===== config.mk =====
export PLATFORM = sky130hd
export DESIGN_NAME = bankers_resource_allocator
export DESIGN_NICKNAME = d
export VERILOG_FILES = /design/src/hdl/bra_pkg.sv /design/src/hdl/bra_lane.sv /design/src/hdl/bra_scan.sv /design/src/hdl/bankers_resource_allocator.sv
export SDC_FILE = /design/constraint.sdc
export NUM_CORES = 2
export LEC_CHECK = 0
export BUFFER_PORTS_ARGS = -buffer_cell sky130_fd_sc_hd__buf_2
export CORE_ASPECT_RATIO = 1.25
export CORE_MARGIN = 2
export CORE_UTILIZATION = 63
export DETAILED_ROUTE_END_ITERATION = 10
export GPL_TIMING_DRIVEN = 1
export PLACE_DENSITY = 0.86
export SLEW_MARGIN = 10
export SYNTH_ARGS = -nofsm -noshare
export SYNTH_HDL_FRONTEND = slang
export SYNTH_SLANG_ARGS = --single-unit

===== constraint.sdc =====
create_clock -name clk -period 9.35 [get_ports clk]
set_input_delay 2.805 -clock clk [delete_from_list [all_inputs] [get_ports clk]]
set_output_delay 2.805 -clock clk [all_outputs]
set_load 0.01 [all_outputs]

===== src/hdl/bra_pkg.sv =====
package bra_pkg;

  // Resource count is fixed by the per-resource ports of the top level
  localparam int NUM_RESOURCES = 4;

  localparam int DEF_NUM_CUSTOMERS = 5;
  localparam int DEF_COUNT_WIDTH   = 8;

  // Register index of the resource totals; customer c maximum sits at 1 + c
  localparam int CFG_INIT_AVAIL = 0;
  localparam int CFG_MAX_BASE   = 1;

  localparam logic OP_REQUEST = 1'b0;
  localparam logic OP_RELEASE = 1'b1;

  typedef enum logic [2:0] {
    ST_DONE       = 3'd0,
    ST_INVALID    = 3'd1,
    ST_OVER_NEED  = 3'd2,
    ST_OVER_AVAIL = 3'd3,
    ST_UNSAFE     = 3'd4
  } status_t;

  typedef enum logic [1:0] {
    S_IDLE,
    S_CHECK,
    S_SCAN,
    S_DONE
  } state_t;

  typedef enum logic {
    SC_IDLE,
    SC_RUN
  } scan_state_t;

  typedef struct packed {
    logic busy;
    logic fin;
    logic safe;
  } scan_stat_t;

endpackage


===== src/hdl/bra_lane.sv =====
module bra_lane #(
  parameter int COUNT_WIDTH = bra_pkg::DEF_COUNT_WIDTH
) (
  input  logic                   clk,
  input  logic                   load,
  input  logic                   add,
  input  logic [COUNT_WIDTH-1:0] work_init,
  input  logic [COUNT_WIDTH-1:0] alloc_r,
  input  logic [COUNT_WIDTH-1:0] max_r,
  output logic                   fit
);
  import bra_pkg::*;

  logic [COUNT_WIDTH-1:0] work;
  logic [COUNT_WIDTH-1:0] need;

  // work never exceeds the larger of the total and the allocated sum, so no wrap
  always_ff @(posedge clk) begin
    if (load) begin
      work <= work_init;
    end else if (add) begin
      work <= work + alloc_r;
    end
  end

  assign need = (max_r > alloc_r) ? (max_r - alloc_r) : '0;
  assign fit  = (need <= work);

endmodule


===== src/hdl/bra_scan.sv =====
module bra_scan #(
  parameter int NUM_CUSTOMERS = bra_pkg::DEF_NUM_CUSTOMERS,
  parameter int COUNT_WIDTH   = bra_pkg::DEF_COUNT_WIDTH,
  parameter int CI_W          = $clog2(NUM_CUSTOMERS)
) (
  input  logic                                             clk,
  input  logic                                             rst,
  input  logic                                             start,
  input  logic [bra_pkg::NUM_RESOURCES-1:0][COUNT_WIDTH-1:0] work_init,
  input  logic [bra_pkg::NUM_RESOURCES-1:0][COUNT_WIDTH-1:0] alloc_row,
  input  logic [bra_pkg::NUM_RESOURCES-1:0][COUNT_WIDTH-1:0] max_row,
  output logic [CI_W-1:0]                                  scan_cust,
  output bra_pkg::scan_stat_t                              stat
);
  import bra_pkg::*;

  scan_state_t              sstate, sstate_next;
  logic [CI_W-1:0]          idx;
  logic [NUM_CUSTOMERS-1:0] done, done_set;
  logic                     progress;
  logic                     safe;
  logic                     fin;
  logic [NUM_RESOURCES-1:0] lane_fit;
  logic                     fits;
  logic                     pass_end;
  logic                     all_done;
  logic                     finish;

  for (genvar r = 0; r < NUM_RESOURCES; r++) begin : g_lane
    bra_lane #(
      .COUNT_WIDTH(COUNT_WIDTH)
    ) u_lane (
      .clk      (clk),
      .load     (start),
      .add      (fits),
      .work_init(work_init[r]),
      .alloc_r  (alloc_row[r]),
      .max_r    (max_row[r]),
      .fit      (lane_fit[r])
    );
  end

  // merge: customer finishes only if every resource lane fits
  always_comb begin
    fits     = (sstate == SC_RUN) && !done[idx] && (&lane_fit);
    done_set = done;
    if (fits) begin
      done_set[idx] = 1'b1;
    end
    pass_end = (idx == CI_W'(NUM_CUSTOMERS - 1));
    all_done = &done_set;
    finish   = (sstate == SC_RUN) && (all_done || (pass_end && !(progress || fits)));
  end

  always_comb begin
    sstate_next = sstate;
    case (sstate)
      SC_IDLE: if (start) sstate_next = SC_RUN;
      SC_RUN:  if (finish) sstate_next = SC_IDLE;
      default: sstate_next = SC_IDLE;
    endcase
  end

  always_ff @(posedge clk) begin
    if (rst) begin
      sstate   <= SC_IDLE;
      idx      <= '0;
      done     <= '0;
      progress <= 1'b0;
      safe     <= 1'b0;
      fin      <= 1'b0;
    end else begin
      sstate <= sstate_next;
      fin    <= finish;
      if (start) begin
        idx      <= '0;
        done     <= '0;
        progress <= 1'b0;
      end else if (sstate == SC_RUN) begin
        done <= done_set;
        if (finish) begin
          safe <= all_done;
        end else if (pass_end) begin
          idx      <= '0;
          progress <= 1'b0;
        end else begin
          idx      <= idx + 1'b1;
          progress <= progress | fits;
        end
      end
    end
  end

  assign scan_cust = idx;
  assign stat.busy = (sstate == SC_RUN);
  assign stat.fin  = fin;
  assign stat.safe = safe;

  a_fin_safe: assert property (@(posedge clk) disable iff (rst)
    fin |-> (safe == (&done)))
    else $error("scan verdict disagrees with finished set");

  a_start_clear: assert property (@(posedge clk) disable iff (rst)
    $rose(stat.busy) |-> (done == '0) && (idx == '0))
    else $error("scan started with stale state");

  a_start_idle: assert property (@(posedge clk) disable iff (rst)
    start |-> !stat.busy)
    else $error("scan restarted while running");

endmodule


===== src/hdl/bankers_resource_allocator.sv =====
// Banker's allocator: one request or release at a time.
// A result is registered once the check state, and for a request the scan, is through; a request that reaches the
// safety scan adds one customer per cycle over up to NUM_CUSTOMERS passes before
// the verdict is registered.
// A new request is accepted only in the idle state; a waiting result does not block input.
// Reset (rst, synchronous): allocations, totals, configuration and control state cleared.
module bankers_resource_allocator #(
  parameter int NUM_CUSTOMERS = bra_pkg::DEF_NUM_CUSTOMERS,
  parameter int COUNT_WIDTH   = bra_pkg::DEF_COUNT_WIDTH,
  parameter int CUST_W        = $clog2(NUM_CUSTOMERS + 1),
  parameter int REG_W         = bra_pkg::NUM_RESOURCES * COUNT_WIDTH
) (
  input  logic                   clk,
  input  logic                   rst,
  input  logic                   cfg_we,
  input  logic [CUST_W-1:0]      cfg_index,
  input  logic [REG_W-1:0]       cfg_data,
  input  logic                   in_valid,
  output logic                   in_stall,
  input  logic                   op,
  input  logic [CUST_W-1:0]      customer,
  input  logic [COUNT_WIDTH-1:0] amount_0,
  input  logic [COUNT_WIDTH-1:0] amount_1,
  input  logic [COUNT_WIDTH-1:0] amount_2,
  input  logic [COUNT_WIDTH-1:0] amount_3,
  output logic                   out_valid,
  input  logic                   out_stall,
  output logic [2:0]             status,
  output logic [COUNT_WIDTH-1:0] avail_0,
  output logic [COUNT_WIDTH-1:0] avail_1,
  output logic [COUNT_WIDTH-1:0] avail_2,
  output logic [COUNT_WIDTH-1:0] avail_3
);
  import bra_pkg::*;

  localparam int CI_W = $clog2(NUM_CUSTOMERS);
  localparam int NR   = NUM_RESOURCES;
  localparam int W    = COUNT_WIDTH;

  typedef logic [NR-1:0][W-1:0] row_t;

  row_t init_avail;
  row_t max_tab   [NUM_CUSTOMERS];
  row_t alloc_tab [NUM_CUSTOMERS];
  row_t tot;

  state_t       state, state_next;
  logic         req_op;
  logic [CUST_W-1:0] req_cust;
  row_t         req_amt;
  status_t      pend_status, pend_next;
  status_t      out_status;
  row_t         out_avail;

  logic [CI_W-1:0] req_idx;
  logic            cust_ok;
  logic [CI_W-1:0] rd_c;
  logic            rd_ok;
  logic            scanning;
  row_t            alloc_rd, max_rd;
  row_t            alloc_tent;
  row_t            work_init;
  row_t            give;
  row_t            avail_now;
  logic            over_need, over_avail;
  logic [W:0]      tot_sum;

  logic [CI_W-1:0] scan_cust;
  scan_stat_t      scan_stat;

  logic in_accept;
  logic out_free;
  logic scan_start;
  logic commit_rel;
  logic commit_req;
  logic out_load;

  assign in_accept = in_valid && !in_stall;
  assign out_free  = !out_valid || !out_stall;
  assign req_idx   = req_cust[CI_W-1:0];
  assign cust_ok   = (req_cust < CUST_W'(NUM_CUSTOMERS));
  assign scanning  = (state == S_SCAN) && !scan_stat.fin;

  // single read port into the tables: scan customer while scanning, else requester
  assign rd_c  = scanning ? scan_cust : req_idx;
  assign rd_ok = (int'(rd_c) < NUM_CUSTOMERS);

  always_comb begin
    alloc_rd   = rd_ok ? alloc_tab[rd_c] : '0;
    max_rd     = rd_ok ? max_tab[rd_c] : '0;
    over_need  = 1'b0;
    over_avail = 1'b0;
    for (int r = 0; r < NR; r++) begin
      avail_now[r]  = (init_avail[r] > tot[r]) ? (init_avail[r] - tot[r]) : '0;
      alloc_tent[r] = alloc_rd[r] + ((scanning && (rd_c == req_idx)) ? req_amt[r] : '0);
      tot_sum       = {1'b0, tot[r]} + {1'b0, req_amt[r]};
      work_init[r]  = ({1'b0, init_avail[r]} > tot_sum) ?
                      W'({1'b0, init_avail[r]} - tot_sum) : '0;
      give[r]       = (req_amt[r] > alloc_rd[r]) ? alloc_rd[r] : req_amt[r];
      if (req_amt[r] > ((max_rd[r] > alloc_rd[r]) ? (max_rd[r] - alloc_rd[r]) : '0)) begin
        over_need = 1'b1;
      end
      if (req_amt[r] > avail_now[r]) begin
        over_avail = 1'b1;
      end
    end
  end

  bra_scan #(
    .NUM_CUSTOMERS(NUM_CUSTOMERS),
    .COUNT_WIDTH  (COUNT_WIDTH),
    .CI_W         (CI_W)
  ) u_scan (
    .clk      (clk),
    .rst      (rst),
    .start    (scan_start),
    .work_init(work_init),
    .alloc_row(alloc_tent),
    .max_row  (max_rd),
    .scan_cust(scan_cust),
    .stat     (scan_stat)
  );

  // next state
  always_comb begin
    state_next = state;
    case (state)
      S_IDLE:  if (in_accept) state_next = S_CHECK;
      S_CHECK: begin
        if (cust_ok && (req_op == OP_REQUEST) && !over_need && !over_avail) begin
          state_next = S_SCAN;
        end else begin
          state_next = S_DONE;
        end
      end
      S_SCAN:  if (scan_stat.fin) state_next = S_DONE;
      S_DONE:  if (out_free) state_next = S_IDLE;
      default: state_next = S_IDLE;
    endcase
  end

  // control outputs
  always_comb begin
    scan_start = 1'b0;
    commit_rel = 1'b0;
    commit_req = 1'b0;
    out_load   = 1'b0;
    pend_next  = pend_status;
    case (state)
      S_CHECK: begin
        if (!cust_ok) begin
          pend_next = ST_INVALID;
        end else if (req_op == OP_RELEASE) begin
          pend_next  = ST_DONE;
          commit_rel = 1'b1;
        end else if (over_need) begin
          pend_next = ST_OVER_NEED;
        end else if (over_avail) begin
          pend_next = ST_OVER_AVAIL;
        end else begin
          scan_start = 1'b1;
        end
      end
      S_SCAN: begin
        if (scan_stat.fin) begin
          pend_next  = scan_stat.safe ? ST_DONE : ST_UNSAFE;
          commit_req = scan_stat.safe;
        end
      end
      S_DONE:  out_load = out_free;
      default: ;
    endcase
  end

  always_ff @(posedge clk) begin
    if (rst) begin
      state       <= S_IDLE;
      pend_status <= ST_DONE;
      out_valid   <= 1'b0;
    end else begin
      state       <= state_next;
      pend_status <= pend_next;
      if (out_load) begin
        out_valid <= 1'b1;
      end else if (!out_stall) begin
        out_valid <= 1'b0;
      end
    end
  end

  always_ff @(posedge clk) begin
    if (in_accept) begin
      req_op   <= op;
      req_cust <= customer;
      req_amt  <= {amount_3, amount_2, amount_1, amount_0};
    end
    if (out_load) begin
      out_status <= pend_status;
      out_avail  <= avail_now;
    end
  end

  // configuration registers
  always_ff @(posedge clk) begin
    if (rst) begin
      init_avail <= '0;
      for (int c = 0; c < NUM_CUSTOMERS; c++) begin
        max_tab[c] <= '0;
      end
    end else if (cfg_we) begin
      if (cfg_index == CUST_W'(CFG_INIT_AVAIL)) begin
        init_avail <= cfg_data;
      end
      for (int c = 0; c < NUM_CUSTOMERS; c++) begin
        if (cfg_index == CUST_W'(CFG_MAX_BASE + c)) begin
          max_tab[c] <= cfg_data;
        end
      end
    end
  end

  // allocation state; rd_c equals req_idx on both commit cycles
  always_ff @(posedge clk) begin
    if (rst) begin
      tot <= '0;
      for (int c = 0; c < NUM_CUSTOMERS; c++) begin
        alloc_tab[c] <= '0;
      end
    end else if (commit_rel) begin
      for (int r = 0; r < NR; r++) begin
        alloc_tab[req_idx][r] <= alloc_rd[r] - give[r];
        tot[r]                <= tot[r] - give[r];
      end
    end else if (commit_req) begin
      for (int r = 0; r < NR; r++) begin
        alloc_tab[req_idx][r] <= alloc_rd[r] + req_amt[r];
        tot[r]                <= tot[r] + req_amt[r];
      end
    end
  end

  assign in_stall = (state != S_IDLE);
  assign status   = out_status;
  assign avail_0  = out_avail[0];
  assign avail_1  = out_avail[1];
  assign avail_2  = out_avail[2];
  assign avail_3  = out_avail[3];

  a_fin_in_scan: assert property (@(posedge clk) disable iff (rst)
    scan_stat.fin |-> (state == S_SCAN))
    else $error("scan verdict outside scan state");

  a_scan_alive: assert property (@(posedge clk) disable iff (rst)
    (state == S_SCAN) |-> (scan_stat.busy || scan_stat.fin))
    else $error("waiting on an idle scan");

  a_commit_one: assert property (@(posedge clk) disable iff (rst)
    (commit_rel || commit_req) |-> cust_ok && !(commit_rel && commit_req))
    else $error("commit for invalid customer or double commit");

endmodule

==> metrics <==
status finished, final reports clean; gr ovfl total 0; Worst Tran Pin Value about 1300 ps; Synth area leaders edfxtp_1 35%, ha_1 15%, dfxtp_1 4.6%; Placer Congestion about 1.0; Post-synth EDFFs 423; Post-Synthesis Cells 3,544; post-cts resize count 0; max-slew violations 0; endpoint type of the worst setup path register; WL final just over 100 mm; biggest area consumer among synthesized cells edfxtp_1; Worst-Skew Late Latency 640 ps; drt first pass iters 9; most used cell, CP o21ai_0; Max-Slew Margin vs Limit 15.9%; Initial Util a little under two thirds; Hold Vio Cnt, Final 0; Synth top area share 35.5%; post-route minimum period 8680 ps; Layout area overhead 9.43%; RSZ-0062 raised after global routing no; Final #Nets 4,190; switching portion of total power 46.7%; CP peak stage delay approximately 850 ps; Buf+Inv Stages, Crit Path 4; total CTS buffers 50; initial antenna violation count 3; Fmax achieved between 0.1 and 0.15 GHz; FP Rows 97; number of global-route vias before repair between 20k and 30k; # setup viols final 0; Worst EP arrival around 9300 ps; final total power between 10 and 15 mW; critical path's top delay family compound AO/OA/AOI/OAI gates; TritonCTS clock tree yes; final core occ 69.8%; Die Ht 270 µm; number of port buffers 112; period utilization 92.8%; combinational share of power 63.2%; drt initial violations 2,728; Leak 16.5 nW; Antenna Nets Post-Route 0; HP Class register to register; most frequent cells after synthesis 423 x edfxtp_1, 415 x ha_1, 291 x nand2_1; filler instances roughly 4k; Max-Cap Viols 0; WS Path Type register to register; sequential fraction of the synthesis area 40.1%; Tot GR Track Use around a third; hold_buf cts 0; share of total power in sequential cells 21.5%; synthesized cell area between 30,000 and 40,000 µm²; Worst EP required roughly 9900 ps; DIE WIDTH 217 µm; Cell Pwr Density about 350 nW/µm²; Synth Area per Inst 10.1 µm²; global-route wire length before repair around 160 mm; Distinct cells, synth 83; share of power burned in the clock network 15.3%; clock-pin slew on the worst setup and hold paths roughly 70 ps; Pint about 7.3 mW; Syn. warnings 0; via/cell ratio 6.49; TNS Setup 0 ps; CP Launch Type register; postcts setup bufs 0; Clock Sinks about 500; post-DR wirelength/cell 22.9 µm; #FFs+latches synth 505; Primary FF master, synth edfxtp_1; Longest Clk Path Bufs 3; layout cells sized above 1 just under 10%; core area approximately 56,000 µm²; H-tree lvl count 2; P_sw roughly 6.4 mW; async set or reset register ratio after synthesis 0%; clk root buf clkbuf_16; critical path peak fanout 30; count leader, synth edfxtp_1; die area about 59,000 µm²; Synth Net Count just over 4k; peak supply drop 0.000233 V; via count 28.9k; DRC Markers 0; Post-Route Skew 26.4 ps; pin count of the biggest net entering global routing 55; Post-DP HPWL 73.4 mm; I/O pin cnt 113; cell with the largest stage delay on the worst path o21ai_0
==> sequential cells by signal (all words and copies together), names as in the netlist, 2 cells and up <==
register and count:
alloc_tab 160, max_tab 160, init_avail 32, req_amt 32, tot 32, u_scan.g_lane.u_lane.work 32
avail_0 8, avail_1 8, avail_2 8, avail_3 8, u_scan.done 5, pend_status 3
req_cust 3, status 3, u_scan.scan_cust 3, state 2
==> worst min-delay path: stages (launching register included) <==
cell	delay [ps]
dfxtp_1	310
nand2_1	50
a21oi_1	50
==> per-stage QoR <==
step           cell area (µm²)  std cells  setup slack [ps]  hold slack, ps
6_report                 39200       4448               669             460
5_1_grt                  39200       4447              31.0             493
4_1_cts                  39100       4445               643             462
3_5_place_dp             37500       4353               777             453
3_3_place_gp             37500       4353              1110             446
2_1_floorplan            35800       3544               696             402
==> worst paths after layout <==
path                      start             endpoint  slack, ps  cells past startpoint
setup / recovery       state[0]  u_scan.scan_cust[2]        670                     31
hold / removal    init_avail[8]        init_avail[8]        460                      2
setup reg to reg       state[0]  u_scan.scan_cust[2]        670                     31
hold reg to reg   init_avail[8]        init_avail[8]        460                      2
==> power by group through the flow <==
| stage | Sequential, mW | Clock [mW] | Combinational [mW] |
|---|---|---|---|
| global route | 2.95 | 2.16 | 9.53 |
| floorplan | 2.87 | 0 | 6.29 |
| CTS | 2.93 | 2.08 | 8.49 |
| finish | 2.94 | 2.09 | 8.65 |
| detailed placement | 2.97 | 0 | 8.37 |
| global placement | 2.96 | 0 | 8.13 |
==> kinds of logic after synthesis <==
logic type / share of synthesized area (%)
AOI/OAI and AO/OA: 15.2
xor gates and xnor gates: 6.02
adders and majority gates: 16.5
buffers and inverters: 4.13
DFF: 40.1
muxes: 4.20
and+or+nand+nor: 13.8
==> routing by layer <==
| layer | track usage, % | vias up | part of all wire (%) |
|---|---|---|---|
| li1 | - | 13100 | - |
| met1 | 42.2 | 13800 | 37 |
| met2 | 56.7 | 1550 | 46 |
| met3 | 7.23 | 400 | 10 |
| met4 | 20.9 | 0 | 6.6 |
| met5 | 0 | - | 0 |
==> area by class of cell <==
cell class | count | area, µm² | area share (%)
Inverter | 251 | 942 | 2.41
Tap cell | 742 | 928 | 2.37
Timing Repair Buffer | 196 | 1190 | 3.05
Antenna cell | 3 | 7.51 | 0.0192
Sequential cell | 505 | 14300 | 36.6
Multi-Input combinational cell | 2659 | 20100 | 51.3
Clock buffer | 61 | 1320 | 3.38
Clock inverter | 31 | 344 | 0.879
==> cell usage in the layout, fill, tap and decap left out, types with 55 or more instances in the layout <==
cell      count
a211oi_1     66
a21o_1      117
a21oi_1     288
and2_1      127
buf_2       111
buf_4        85
dfxtp_1      82
edfxtp_1    423
ha_1        415
inv_1       251
mux2i_1      62
nand2_1     290
nand4_1      55
nor2_1      258
nor2b_1      63
o21ai_0     107
xnor2_1     142
xor2_1      104
Note: power is estimated with default switching activity, not from simulation.
